$ cat src/hdl/anchor_box_decoder_core_assert.svh
// Assertion macros shared by the anchor box decoder RTL.
// No dependencies; included by the modules that carry checks.
`ifndef ANCHOR_BOX_DECODER_CORE_ASSERT_SVH
`define ANCHOR_BOX_DECODER_CORE_ASSERT_SVH

// Same-cycle implication, held off during reset.
`define ABD_ASSERT_IMP(name, ck, rn, ante, cons, msg) \
  name: assert property (@(posedge ck) disable iff (!rn) (ante) |-> (cons)) \
    else $error(msg);

// Next-cycle implication, held off during reset.
`define ABD_ASSERT_NXT(name, ck, rn, ante, cons, msg) \
  name: assert property (@(posedge ck) disable iff (!rn) (ante) |=> (cons)) \
    else $error(msg);

`endif

$ cat src/hdl/abd_pkg.sv
// Shared types, constants and table functions for the anchor box decoder.
// No dependencies; imported by every module of the block.
`default_nettype none

package abd_pkg;

  localparam int ANCHOR_COUNT = 3;
  localparam int MAX_CLASSES = 80;
  localparam int BASE_GRID   = 80;
  localparam int ELEM_CAP    = 122;
  localparam int CLASS_LIMIT = (MAX_CLASSES < ELEM_CAP) ? MAX_CLASSES : ELEM_CAP;

  localparam int QUEUE_DEPTH = 4;
  localparam int QUEUE_AW    = $clog2(QUEUE_DEPTH);

  localparam logic [2:0] REG_SCALE     = 3'd0;
  localparam logic [2:0] REG_CLASSES   = 3'd1;
  localparam logic [2:0] REG_THRESHOLD = 3'd2;
  localparam logic [2:0] REG_HFACTOR   = 3'd3;
  localparam logic [2:0] REG_VFACTOR   = 3'd4;

  localparam logic [1:0] SCALE_SMALL  = 2'd0;
  localparam logic [1:0] SCALE_MIDDLE = 2'd1;
  localparam logic [1:0] SCALE_LARGE  = 2'd2;
  localparam logic [1:0] SCALE_UNUSED = 2'd3;

  localparam logic [18:0] COORD_MAX = 19'h7FFFF;

  typedef struct packed {
    logic [15:0] s0;
    logic [15:0] s1;
    logic [15:0] s2;
    logic [15:0] s3;
    logic [15:0] so;
    logic [15:0] sc;
    logic [6:0]  col;
    logic [6:0]  row;
    logic [1:0]  anchor;
    logic [6:0]  cls;
  } job_t;

  typedef struct packed {
    logic [18:0] box_left;
    logic [18:0] box_top;
    logic [18:0] box_width;
    logic [18:0] box_height;
    logic [15:0] objectness;
    logic [15:0] class_probability;
    logic [6:0]  class_number;
  } result_t;

  function automatic logic [16:0] sig_entry(input logic [4:0] k);
    logic [16:0] t;
    case (k)
      5'd0:  t = 17'd32768;
      5'd1:  t = 17'd40793;
      5'd2:  t = 17'd47911;
      5'd3:  t = 17'd53581;
      5'd4:  t = 17'd57724;
      5'd5:  t = 17'd60565;
      5'd6:  t = 17'd62428;
      5'd7:  t = 17'd63615;
      5'd8:  t = 17'd64357;
      5'd9:  t = 17'd64816;
      5'd10: t = 17'd65097;
      5'd11: t = 17'd65269;
      5'd12: t = 17'd65374;
      5'd13: t = 17'd65438;
      5'd14: t = 17'd65476;
      5'd15: t = 17'd65500;
      5'd16: t = 17'd65514;
      5'd17: t = 17'd65523;
      5'd18: t = 17'd65528;
      5'd19: t = 17'd65531;
      5'd20: t = 17'd65533;
      5'd21: t = 17'd65534;
      5'd22: t = 17'd65535;
      5'd23: t = 17'd65535;
      default: t = 17'd65536;
    endcase
    return t;
  endfunction

  function automatic logic [15:0] sigmoid_q16(input logic [15:0] v);
    logic [16:0] m;
    logic [16:0] p;
    logic [16:0] t0;
    logic [16:0] t1;
    logic [4:0]  k;
    logic [6:0]  f;
    logic [12:0] dlt;
    logic [19:0] prod;
    logic [15:0] r;
    m = v[15] ? (17'h10000 - {1'b0, v}) : {1'b0, v};
    k = m[11:7];
    f = m[6:0];
    t0 = sig_entry(k);
    t1 = sig_entry(k + 5'd1);
    dlt = 13'(t1 - t0);
    prod = 20'(dlt) * 20'(f) + 20'd64;
    if (m >= 17'd3072) begin
      p = 17'h10000;
    end else begin
      p = t0 + 17'(prod[19:7]);
    end
    if (v[15]) begin
      r = 16'(17'h10000 - p);
    end else begin
      r = p[16] ? 16'hFFFF : p[15:0];
    end
    return r;
  endfunction

  function automatic logic [8:0] anchor_size(input logic [1:0] scale, input logic [2:0] idx);
    logic [8:0] a;
    a = 9'd0;
    case (scale)
      SCALE_SMALL: begin
        case (idx)
          3'd0: a = 9'd10;
          3'd1: a = 9'd13;
          3'd2: a = 9'd16;
          3'd3: a = 9'd30;
          3'd4: a = 9'd33;
          default: a = 9'd23;
        endcase
      end
      SCALE_MIDDLE: begin
        case (idx)
          3'd0: a = 9'd30;
          3'd1: a = 9'd61;
          3'd2: a = 9'd62;
          3'd3: a = 9'd45;
          3'd4: a = 9'd59;
          default: a = 9'd119;
        endcase
      end
      SCALE_LARGE: begin
        case (idx)
          3'd0: a = 9'd116;
          3'd1: a = 9'd90;
          3'd2: a = 9'd156;
          3'd3: a = 9'd198;
          3'd4: a = 9'd373;
          default: a = 9'd326;
        endcase
      end
      default: a = 9'd0;
    endcase
    return a;
  endfunction

endpackage

`default_nettype wire

$ cat src/hdl/abd_front.sv
// Front end: position counters, sigmoid lookup, record store and score test.
// Depends on abd_pkg; feeds passing class values to the job queue.
`default_nettype none

`include "anchor_box_decoder_core_assert.svh"

module abd_front (
  input  wire logic          clk,
  input  wire logic          rst_n,
  input  wire logic          push,
  output logic               full,
  input  wire logic [15:0]   logit,
  input  wire logic          map_start,
  input  wire logic [1:0]    scale,
  input  wire logic [6:0]    class_count,
  input  wire logic [15:0]   threshold,
  input  wire logic          q_full,
  output logic               q_wr_en,
  output abd_pkg::job_t      q_wr_data
);
  import abd_pkg::*;

  logic [6:0]  elem_r, elem_nxt;
  logic [6:0]  col_r, col_nxt;
  logic [6:0]  row_r, row_nxt;
  logic [1:0]  anc_r, anc_nxt;

  logic        s1_valid_r, s1_valid_nxt;
  logic [15:0] s1_sig_r;
  logic [2:0]  s1_idx_r;
  logic [6:0]  s1_cls_r;
  logic [6:0]  s1_col_r;
  logic [6:0]  s1_row_r;
  logic [1:0]  s1_anc_r;
  logic        s1_is_rec_r;
  logic        s1_is_cls_r;

  logic [15:0] rec_r [5];

  logic        accept;
  logic        s1_go;
  logic        s1_push;
  logic        pass;
  logic [31:0] score;
  logic [6:0]  classes;
  logic [6:0]  grid;
  logic [6:0]  e_cur, c_cur, r_cur;
  logic [1:0]  a_cur;
  logic        is_rec, is_cls;
  logic [6:0]  cls_num;

  always_comb begin
    classes = (class_count > 7'(CLASS_LIMIT)) ? 7'(CLASS_LIMIT) : class_count;
    case (scale)
      SCALE_SMALL:  grid = 7'(BASE_GRID);
      SCALE_MIDDLE: grid = 7'(BASE_GRID >> 1);
      default:      grid = 7'(BASE_GRID >> 2);
    endcase
  end

  assign score   = 32'(s1_sig_r) * 32'(rec_r[4]);
  assign pass    = score > {threshold, 16'h0000};
  assign s1_push = s1_valid_r && s1_is_cls_r && pass;
  assign s1_go   = !s1_push || !q_full;
  assign full    = s1_valid_r && !s1_go;
  assign accept  = push && !full;
  assign q_wr_en = s1_push && !q_full;

  always_comb begin
    e_cur   = map_start ? 7'd0 : elem_r;
    c_cur   = map_start ? 7'd0 : col_r;
    r_cur   = map_start ? 7'd0 : row_r;
    a_cur   = map_start ? 2'd0 : anc_r;
    is_rec  = e_cur < 7'd5;
    cls_num = e_cur - 7'd5;
    is_cls  = !is_rec && (cls_num < classes) && (scale != SCALE_UNUSED);

    elem_nxt = elem_r;
    col_nxt  = col_r;
    row_nxt  = row_r;
    anc_nxt  = anc_r;
    if (accept) begin
      elem_nxt = e_cur + 7'd1;
      col_nxt  = c_cur;
      row_nxt  = r_cur;
      anc_nxt  = a_cur;
      if ({1'b0, e_cur} + 8'd1 >= 8'd5 + {1'b0, classes}) begin
        elem_nxt = 7'd0;
        if ({1'b0, c_cur} + 8'd1 >= {1'b0, grid}) begin
          col_nxt = 7'd0;
          if ({1'b0, r_cur} + 8'd1 >= {1'b0, grid}) begin
            row_nxt = 7'd0;
            if ({1'b0, a_cur} + 3'd1 >= 3'(ANCHOR_COUNT)) begin
              anc_nxt = 2'd0;
            end else begin
              anc_nxt = a_cur + 2'd1;
            end
          end else begin
            row_nxt = r_cur + 7'd1;
          end
        end else begin
          col_nxt = c_cur + 7'd1;
        end
      end
    end

    if (accept) begin
      s1_valid_nxt = 1'b1;
    end else if (s1_go) begin
      s1_valid_nxt = 1'b0;
    end else begin
      s1_valid_nxt = s1_valid_r;
    end
  end

  always_ff @(posedge clk) begin
    if (!rst_n) begin
      elem_r     <= 7'd0;
      col_r      <= 7'd0;
      row_r      <= 7'd0;
      anc_r      <= 2'd0;
      s1_valid_r <= 1'b0;
    end else begin
      elem_r     <= elem_nxt;
      col_r      <= col_nxt;
      row_r      <= row_nxt;
      anc_r      <= anc_nxt;
      s1_valid_r <= s1_valid_nxt;
    end
  end

  always_ff @(posedge clk) begin
    if (accept) begin
      s1_sig_r    <= sigmoid_q16(logit);
      s1_idx_r    <= e_cur[2:0];
      s1_cls_r    <= cls_num;
      s1_col_r    <= c_cur;
      s1_row_r    <= r_cur;
      s1_anc_r    <= a_cur;
      s1_is_rec_r <= is_rec;
      s1_is_cls_r <= is_cls;
    end
  end

  always_ff @(posedge clk) begin
    if (s1_valid_r && s1_is_rec_r) begin
      case (s1_idx_r)
        3'd0:    rec_r[0] <= s1_sig_r;
        3'd1:    rec_r[1] <= s1_sig_r;
        3'd2:    rec_r[2] <= s1_sig_r;
        3'd3:    rec_r[3] <= s1_sig_r;
        default: rec_r[4] <= s1_sig_r;
      endcase
    end
  end

  always_comb begin
    q_wr_data.s0     = rec_r[0];
    q_wr_data.s1     = rec_r[1];
    q_wr_data.s2     = rec_r[2];
    q_wr_data.s3     = rec_r[3];
    q_wr_data.so     = rec_r[4];
    q_wr_data.sc     = s1_sig_r;
    q_wr_data.col    = s1_col_r;
    q_wr_data.row    = s1_row_r;
    q_wr_data.anchor = s1_anc_r;
    q_wr_data.cls    = s1_cls_r;
  end

  `ABD_ASSERT_IMP(a_push_only_class, clk, rst_n, q_wr_en, s1_valid_r && s1_is_cls_r, "job pushed for a non-class value")

endmodule

`default_nettype wire

$ cat src/hdl/abd_queue.sv
// Short job queue between the front end and the box arithmetic sequencer.
// Depends on abd_pkg for the job type and depth.
`default_nettype none

`include "anchor_box_decoder_core_assert.svh"

module abd_queue (
  input  wire logic          clk,
  input  wire logic          rst_n,
  input  wire logic          wr_en,
  input  abd_pkg::job_t      wr_data,
  output logic               full,
  input  wire logic          rd_en,
  output abd_pkg::job_t      rd_data,
  output logic               empty
);
  import abd_pkg::*;

  job_t                mem_r [QUEUE_DEPTH];
  logic [QUEUE_AW-1:0] wr_ptr_r, wr_ptr_nxt;
  logic [QUEUE_AW-1:0] rd_ptr_r, rd_ptr_nxt;
  logic [QUEUE_AW:0]   count_r, count_nxt;
  logic                do_wr, do_rd;

  assign full    = count_r == (QUEUE_AW + 1)'(QUEUE_DEPTH);
  assign empty   = count_r == '0;
  assign do_wr   = wr_en && !full;
  assign do_rd   = rd_en && !empty;
  assign rd_data = mem_r[rd_ptr_r];

  always_comb begin
    wr_ptr_nxt = wr_ptr_r;
    rd_ptr_nxt = rd_ptr_r;
    count_nxt  = count_r;
    if (do_wr) begin
      wr_ptr_nxt = (wr_ptr_r == QUEUE_AW'(QUEUE_DEPTH - 1)) ? '0 : wr_ptr_r + 1'b1;
    end
    if (do_rd) begin
      rd_ptr_nxt = (rd_ptr_r == QUEUE_AW'(QUEUE_DEPTH - 1)) ? '0 : rd_ptr_r + 1'b1;
    end
    if (do_wr && !do_rd) begin
      count_nxt = count_r + 1'b1;
    end else if (do_rd && !do_wr) begin
      count_nxt = count_r - 1'b1;
    end
  end

  always_ff @(posedge clk) begin
    if (!rst_n) begin
      wr_ptr_r <= '0;
      rd_ptr_r <= '0;
      count_r  <= '0;
    end else begin
      wr_ptr_r <= wr_ptr_nxt;
      rd_ptr_r <= rd_ptr_nxt;
      count_r  <= count_nxt;
    end
  end

  always_ff @(posedge clk) begin
    if (do_wr) begin
      mem_r[wr_ptr_r] <= wr_data;
    end
  end

  `ABD_ASSERT_IMP(a_count_bound, clk, rst_n, 1'b1, count_r <= (QUEUE_AW + 1)'(QUEUE_DEPTH), "queue count beyond depth")
  `ABD_ASSERT_IMP(a_no_overflow, clk, rst_n, wr_en, !full, "job written into a full queue")

endmodule

`default_nettype wire

$ cat src/hdl/abd_back.sv
// Box arithmetic: a step sequencer around one shared multiplier, plus the
// result register. Depends on abd_pkg; takes jobs from abd_queue.
`default_nettype none

`include "anchor_box_decoder_core_assert.svh"

module abd_back (
  input  wire logic          clk,
  input  wire logic          rst_n,
  input  wire logic          q_empty,
  output logic               q_rd_en,
  input  abd_pkg::job_t      q_data,
  input  wire logic [1:0]    scale,
  input  wire logic [15:0]   hfactor,
  input  wire logic [15:0]   vfactor,
  output logic               res_valid,
  output abd_pkg::result_t   res_data,
  input  wire logic          res_pop
);
  import abd_pkg::*;

  localparam logic [3:0] STEP_SQ_W   = 4'd0;
  localparam logic [3:0] STEP_SQ_H   = 4'd1;
  localparam logic [3:0] STEP_SZ_W   = 4'd2;
  localparam logic [3:0] STEP_SZ_H   = 4'd3;
  localparam logic [3:0] STEP_OUT_W  = 4'd4;
  localparam logic [3:0] STEP_OUT_H  = 4'd5;
  localparam logic [3:0] STEP_EDGE_X = 4'd6;
  localparam logic [3:0] STEP_EDGE_Y = 4'd7;
  localparam logic [3:0] STEP_LEFT   = 4'd8;
  localparam logic [3:0] STEP_TOP    = 4'd9;

  logic        busy_r, busy_nxt;
  logic [3:0]  step_r, step_nxt;
  logic        res_valid_r, res_valid_nxt;
  job_t        job_r;
  result_t     res_r;
  logic [17:0] sq_w_r, sq_h_r;
  logic [26:0] w16_r, h16_r;
  logic [18:0] wo_r, ho_r, lo_r;
  logic [30:0] ex_r, ey_r;

  logic [30:0] mul_a;
  logic [16:0] mul_b;
  logic [47:0] prod;
  logic        slot_free;
  logic        res_load;
  logic [18:0] size_sat;
  logic [18:0] edge_sat;

  function automatic logic [30:0] edge17(input logic [15:0] s, input logic [6:0] pos,
                                         input logic [1:0] sc, input logic [26:0] size);
    logic signed [25:0] base;
    logic signed [31:0] c16;
    logic signed [32:0] e17;
    logic [2:0]         shamt;
    logic [30:0]        r;
    base  = $signed({3'b000, pos, 16'h0000}) + $signed({9'b0, s, 1'b0}) - 26'sd32768;
    shamt = 3'd3 + {1'b0, sc};
    c16   = $signed({{6{base[25]}}, base}) <<< shamt;
    e17   = $signed({c16, 1'b0}) - $signed({6'b0, size});
    r     = e17[32] ? 31'd0 : e17[30:0];
    return r;
  endfunction

  assign slot_free = !res_valid_r || res_pop;
  assign res_load  = busy_r && (step_r == STEP_TOP) && slot_free;
  assign q_rd_en   = !busy_r && !q_empty;
  assign res_valid = res_valid_r;
  assign res_data  = res_r;
  assign prod      = 48'(mul_a) * 48'(mul_b);
  assign size_sat  = (|prod[47:43]) ? COORD_MAX : prod[42:24];
  assign edge_sat  = (|prod[47:44]) ? COORD_MAX : prod[43:25];

  always_comb begin
    case (step_r)
      STEP_SQ_W: begin
        mul_a = {14'd0, job_r.s2, 1'b0};
        mul_b = {job_r.s2, 1'b0};
      end
      STEP_SQ_H: begin
        mul_a = {14'd0, job_r.s3, 1'b0};
        mul_b = {job_r.s3, 1'b0};
      end
      STEP_SZ_W: begin
        mul_a = {13'd0, sq_w_r};
        mul_b = {8'd0, anchor_size(scale, {job_r.anchor, 1'b0})};
      end
      STEP_SZ_H: begin
        mul_a = {13'd0, sq_h_r};
        mul_b = {8'd0, anchor_size(scale, {job_r.anchor, 1'b1})};
      end
      STEP_OUT_W: begin
        mul_a = {4'd0, w16_r};
        mul_b = {1'b0, hfactor};
      end
      STEP_OUT_H: begin
        mul_a = {4'd0, h16_r};
        mul_b = {1'b0, vfactor};
      end
      STEP_LEFT: begin
        mul_a = ex_r;
        mul_b = {1'b0, hfactor};
      end
      STEP_TOP: begin
        mul_a = ey_r;
        mul_b = {1'b0, vfactor};
      end
      default: begin
        mul_a = '0;
        mul_b = '0;
      end
    endcase
  end

  always_comb begin
    busy_nxt = busy_r;
    step_nxt = step_r;
    if (!busy_r) begin
      if (q_rd_en) begin
        busy_nxt = 1'b1;
        step_nxt = STEP_SQ_W;
      end
    end else if (step_r != STEP_TOP) begin
      step_nxt = step_r + 4'd1;
    end else if (slot_free) begin
      busy_nxt = 1'b0;
    end

    if (res_load) begin
      res_valid_nxt = 1'b1;
    end else if (res_pop) begin
      res_valid_nxt = 1'b0;
    end else begin
      res_valid_nxt = res_valid_r;
    end
  end

  always_ff @(posedge clk) begin
    if (!rst_n) begin
      busy_r      <= 1'b0;
      step_r      <= STEP_SQ_W;
      res_valid_r <= 1'b0;
    end else begin
      busy_r      <= busy_nxt;
      step_r      <= step_nxt;
      res_valid_r <= res_valid_nxt;
    end
  end

  always_ff @(posedge clk) begin
    if (q_rd_en) begin
      job_r <= q_data;
    end
    if (busy_r) begin
      case (step_r)
        STEP_SQ_W:   sq_w_r <= prod[33:16];
        STEP_SQ_H:   sq_h_r <= prod[33:16];
        STEP_SZ_W:   w16_r  <= prod[26:0];
        STEP_SZ_H:   h16_r  <= prod[26:0];
        STEP_OUT_W:  wo_r   <= size_sat;
        STEP_OUT_H:  ho_r   <= size_sat;
        STEP_EDGE_X: ex_r   <= edge17(job_r.s0, job_r.col, scale, w16_r);
        STEP_EDGE_Y: ey_r   <= edge17(job_r.s1, job_r.row, scale, h16_r);
        STEP_LEFT:   lo_r   <= edge_sat;
        default: begin
        end
      endcase
    end
    if (res_load) begin
      res_r.box_left          <= lo_r;
      res_r.box_top           <= edge_sat;
      res_r.box_width         <= wo_r;
      res_r.box_height        <= ho_r;
      res_r.objectness        <= job_r.so;
      res_r.class_probability <= job_r.sc;
      res_r.class_number      <= job_r.cls;
    end
  end

  `ABD_ASSERT_IMP(a_step_bound, clk, rst_n, 1'b1, step_r <= STEP_TOP, "sequencer step out of range")
  `ABD_ASSERT_IMP(a_load_free, clk, rst_n, res_load, !res_valid_r || res_pop, "result overwritten before transaction")

endmodule

`default_nettype wire

$ cat src/hdl/anchor_box_decoder_core.sv
// Anchor box decoder top level: configuration registers and the front end,
// job queue and box sequencer. Depends on abd_pkg, abd_front, abd_queue, abd_back.
//
// One head value is taken per clock while the four-entry job queue has room;
// values that yield no box never hold the input. Each value whose class score
// passes the threshold becomes a job for the box sequencer, whose single shared
// multiplier works through ten steps per box and takes a new job only when idle,
// so a run of more than five passing classes in a row stalls the input. The
// result register lets the sequencer start on the next box while the current
// one waits to be popped.
`default_nettype none

module anchor_box_decoder_core (
  input  wire logic          clk,
  input  wire logic          rst_n,
  input  wire logic          push,
  output logic               full,
  input  wire logic [15:0]   in_logit,
  input  wire logic          in_map_start,
  output logic               empty,
  input  wire logic          pop,
  output logic [18:0]        out_box_left,
  output logic [18:0]        out_box_top,
  output logic [18:0]        out_box_width,
  output logic [18:0]        out_box_height,
  output logic [15:0]        out_objectness,
  output logic [15:0]        out_class_probability,
  output logic [6:0]         out_class_number,
  input  wire logic          psel,
  input  wire logic          penable,
  input  wire logic          pwrite,
  input  wire logic [4:0]    paddr,
  input  wire logic [31:0]   pwdata,
  output logic [31:0]        prdata,
  output logic               pready
);
  import abd_pkg::*;

  logic [1:0]  scale_r;
  logic [6:0]  classes_r;
  logic [15:0] thresh_r;
  logic [15:0] hfactor_r;
  logic [15:0] vfactor_r;
  logic [2:0]  reg_idx;
  logic        cfg_wr;

  logic        q_full, q_empty, q_wr_en, q_rd_en;
  job_t        q_wr_data, q_rd_data;
  logic        res_valid;
  result_t     res_data;

  assign pready  = 1'b1;
  assign reg_idx = paddr[4:2];
  assign cfg_wr  = psel && penable && pwrite && pready;

  always_ff @(posedge clk) begin
    if (!rst_n) begin
      scale_r   <= 2'd0;
      classes_r <= 7'd80;
      thresh_r  <= 16'd16384;
      hfactor_r <= 16'd4096;
      vfactor_r <= 16'd4096;
    end else if (cfg_wr) begin
      case (reg_idx)
        REG_SCALE:     scale_r   <= pwdata[1:0];
        REG_CLASSES:   classes_r <= pwdata[6:0];
        REG_THRESHOLD: thresh_r  <= pwdata[15:0];
        REG_HFACTOR:   hfactor_r <= pwdata[15:0];
        REG_VFACTOR:   vfactor_r <= pwdata[15:0];
        default: begin
        end
      endcase
    end
  end

  always_comb begin
    case (reg_idx)
      REG_SCALE:     prdata = {30'd0, scale_r};
      REG_CLASSES:   prdata = {25'd0, classes_r};
      REG_THRESHOLD: prdata = {16'd0, thresh_r};
      REG_HFACTOR:   prdata = {16'd0, hfactor_r};
      REG_VFACTOR:   prdata = {16'd0, vfactor_r};
      default:       prdata = 32'd0;
    endcase
  end

  abd_front u_front (
    .clk         (clk),
    .rst_n       (rst_n),
    .push        (push),
    .full        (full),
    .logit       (in_logit),
    .map_start   (in_map_start),
    .scale       (scale_r),
    .class_count (classes_r),
    .threshold   (thresh_r),
    .q_full      (q_full),
    .q_wr_en     (q_wr_en),
    .q_wr_data   (q_wr_data)
  );

  abd_queue u_queue (
    .clk     (clk),
    .rst_n   (rst_n),
    .wr_en   (q_wr_en),
    .wr_data (q_wr_data),
    .full    (q_full),
    .rd_en   (q_rd_en),
    .rd_data (q_rd_data),
    .empty   (q_empty)
  );

  abd_back u_back (
    .clk       (clk),
    .rst_n     (rst_n),
    .q_empty   (q_empty),
    .q_rd_en   (q_rd_en),
    .q_data    (q_rd_data),
    .scale     (scale_r),
    .hfactor   (hfactor_r),
    .vfactor   (vfactor_r),
    .res_valid (res_valid),
    .res_data  (res_data),
    .res_pop   (pop)
  );

  assign empty                 = !res_valid;
  assign out_box_left          = res_data.box_left;
  assign out_box_top           = res_data.box_top;
  assign out_box_width         = res_data.box_width;
  assign out_box_height        = res_data.box_height;
  assign out_objectness        = res_data.objectness;
  assign out_class_probability = res_data.class_probability;
  assign out_class_number      = res_data.class_number;

endmodule

`default_nettype wire
$ cat config.mk
export PLATFORM = sky130hd
export DESIGN_NAME = anchor_box_decoder_core
export DESIGN_NICKNAME = d
export VERILOG_FILES = /design/src/hdl/abd_pkg.sv /design/src/hdl/abd_front.sv /design/src/hdl/abd_queue.sv /design/src/hdl/abd_back.sv /design/src/hdl/anchor_box_decoder_core.sv
export VERILOG_INCLUDE_DIRS = /design/src /design/src/hdl
export SDC_FILE = /design/constraint.sdc
export NUM_CORES = 2
export LEC_CHECK = 0
export BUFFER_PORTS_ARGS = -buffer_cell sky130_fd_sc_hd__clkbuf_2
export CORE_MARGIN = 2
export CORE_UTILIZATION = 25
export DETAILED_ROUTE_END_ITERATION = 12
export PLACE_DENSITY = 0.37
export SKIP_LAST_GASP = 1
export SYNTH_ARGS = -nofsm -noshare
export SYNTH_HDL_FRONTEND = slang
export SYNTH_SLANG_ARGS = --single-unit
$ cat constraint.sdc
create_clock -name clk -period 22 [get_ports clk]
set_input_delay 6.6 -clock clk [delete_from_list [all_inputs] [get_ports clk]]
set_output_delay 6.6 -clock clk [all_outputs]
set_load 0.05 [all_outputs]
==> results.cfg <==
[outcome]
status = complete, no violations

[route]
remaining_drc_errors = 0
routed_wl_mm = 240.1
routed-via-count = 51410
first_pass_iters = 6
ant_nets = 0
viasPerCell = 4.594
avgRoutedWirePerCell_um = 21.46
drt_iter0_drc = 3539

[synthesis]
yosys_register_bits = 1137
syn_area_um2 = 78020
avgSynthCellArea_um2 = 11.52
ys_async_sr_fraction_pct = 0
synthFlopType = edfxtp_1
yosys.cell_types.count = 99
synth_edf_count = 1043
ys_seq_area_share_pct = 42.56
syn_inst = 6774
ys_warn_count = 0

[cts]
cts.sinks = 1137
clk_latency_ns = 0.82
clkTransAtPathRegs_ns = 0.06
cts_buffers = 140
post_cts_buffers = 0
cts_hold_buffers = 0
cts_buffer_depth = 4
cts_max_level = 4
cts_tree = built
clockRootBuffer = clkbuf_16
cts_resized = 0

[global_route]
grt_remaining_overflow = 0
grt_pass1_wl_mm = 357.7
antenna_found_initial = 41
grt_pass1_vias = 54710
grt_max_degree = 121
grt_use_total_pct = 15.09

[timing]
rsz0062_at_grt = false
hold_viol = 0
min_period_ns = 18.73
setup_viol = 0
fmax_mhz = 53.40
finClkSkew_ns = 0.09567
tns_ns = 0
slew_viol_final = 0
finalCritPeriodShare_pct = 85.13
tightestPinTransition_ns = 1.245
maxSlewHeadroom_pct = 17.00

[finish]
final_cell_mix = edfxtp_1, inv_1, nand2_1
area_growth_pct = 13.42
layout-drive-gt1-share_pct = 10.60
nets = 8137
area.sequential_um2 = 33210
layout_commonest_cell = edfxtp_1
multiInputGateArea_um2 = 40450
nFillCells = 32170

[critical_path]
slowest_delay_ns = 0.59
criticalPathCategory = primary input to flop
worst_path_max_delay_cell = a311oi_1
path_common_cell = inv_1
worst_ep_arrival_time_ns = 19.23
crit_required_ns = 22.51
path_max_fanout = 16
end_kind = flop
critPathLaunchType = primary input

[place]
hpwlAfterDp_mm = 170.2
port_buffers = 175
place_congestion = 0.8110

[floorplan]
dieArea_um2 = 316600
pin_count = 211
fp-row-count = 205
dieHeight_um = 562.6
die-width_um = 562.6
fp.coreArea_um2 = 311100
start_util_pct = 25.08

[hold_path]
holdCritPathClass = flop to flop

[run]
cap_viol_max_count = 0
logic make-up after synthesis:
group,Yosys count,share of synthesized area [%]
buf+inv,1212,5.942
flops,1137,42.56
mux,223,4.946
other cells,2,0.009626
fa+ha+maj,1135,24.81
xor+xnor,194,2.255
compound gates,965,8.139
simple gates,1906,11.34
flip-flops by register name, indices dropped and copies added, names as in the netlist, 19 cells and up:
register / flops
u_front.rec_r: 80
u_back.job_r: 119
u_back.h16_r: 27
u_back.res_data: 115
u_back.wo_r: 19
u_back.ho_r: 19
u_back.w16_r: 27
u_back.ey_r: 31
u_back.lo_r: 19
u_back.ex_r: 31
u_queue.mem_r: 476
cell type report:
type / count / share of cell area, %
inverter: 904 / 3.836
timing repair buffer: 304 / 2.098
antenna: 13 / 0.03676
multi-input combinational: 4454 / 45.71
sequential: 1137 / 37.53
tap: 4140 / 5.854
clock inverter: 63 / 0.6363
clock buffer: 176 / 4.300
critical path: cells and delay by family:
family / cells / cell delay, ns
fa+ha+maj: 11 / 4.13
compound gates: 15 / 3.35
buf+inv: 9 / 1.37
xor+xnor: 3 / 1.34
simple gates: 13 / 2.42
final timing paths:
kind | start | end | slack, ns | cells after the start
max | in_logit[0] | u_front.s1_sig_r[15] | 3.27 | 51
max reg2reg | u_back.step_r[0] | u_back.ho_r[12] | 10.18 | 28
min reg2reg | u_back.wo_r[9] | u_back.res_data[67] | 0.42 | 0
min | u_back.wo_r[9] | u_back.res_data[67] | 0.42 | 0
cell usage after synthesis, drive strengths merged, types with 12 or more instances:
cell	n	area, µm²
nand2	880	3316
and3	39	244.0
a31oi	40	250.2
nor3	76	385.4
a22o	18	157.7
a21o	90	676.9
nand4	45	281.5
mux2i	66	660.6
nor4	12	90.09
a221oi	15	131.4
o21a	26	195.2
o211ai	18	135.1
xnor2	122	1099
and2	175	1095
xor2	72	660.6
nand2b	37	239.0
o21bai	18	135.1
dfxtp	94	1882
o21ai	185	925.9
nand3	82	415.4
clkbuf	253	949.7
fa	687	13750
or2	25	156.4
inv	902	3386
mux2	30	337.8
edfxtp	1043	31320
a211oi	29	217.7
a21oi	270	1351
mux4	127	2860
or3	21	131.4
nor2b	108	675.7
buf	55	292.8
ha	448	5605
nor2	339	1275
a21boi	12	101.4
o22ai	13	81.33
nand3b	25	187.7
o31ai	20	182.7
a22oi	100	750.7
routing by layer:
metal | global-route usage (%) | routed length (µm)
met1 | 19.66 | 105400
met2 | 25.23 | 113800
met3 | 2.990 | 13610
met4 | 4.424 | 7169
met5 | 0 | 181
stage by stage:
step | area [µm²] | hold WS, ns | util (%) | setup WS, ns | cells
after floorplan | 78130 | 0.4003 | - | 4.450 | 6803
after global placement | 84090 | 0.4007 | 27.03 | 2.588 | 10940
after detailed placement | 84090 | 0.4045 | 27.03 | 2.499 | 10940
after CTS | 88460 | 0.4174 | 28.43 | 3.332 | 11180
after global routing | 88460 | 0.4249 | 28.43 | 2.277 | 11180
final | 88490 | 0.4169 | 28.44 | 3.272 | 11190
Power is not shown: default switching activity piles up to over one toggle a cycle in this logic, so the estimate is an artifact.
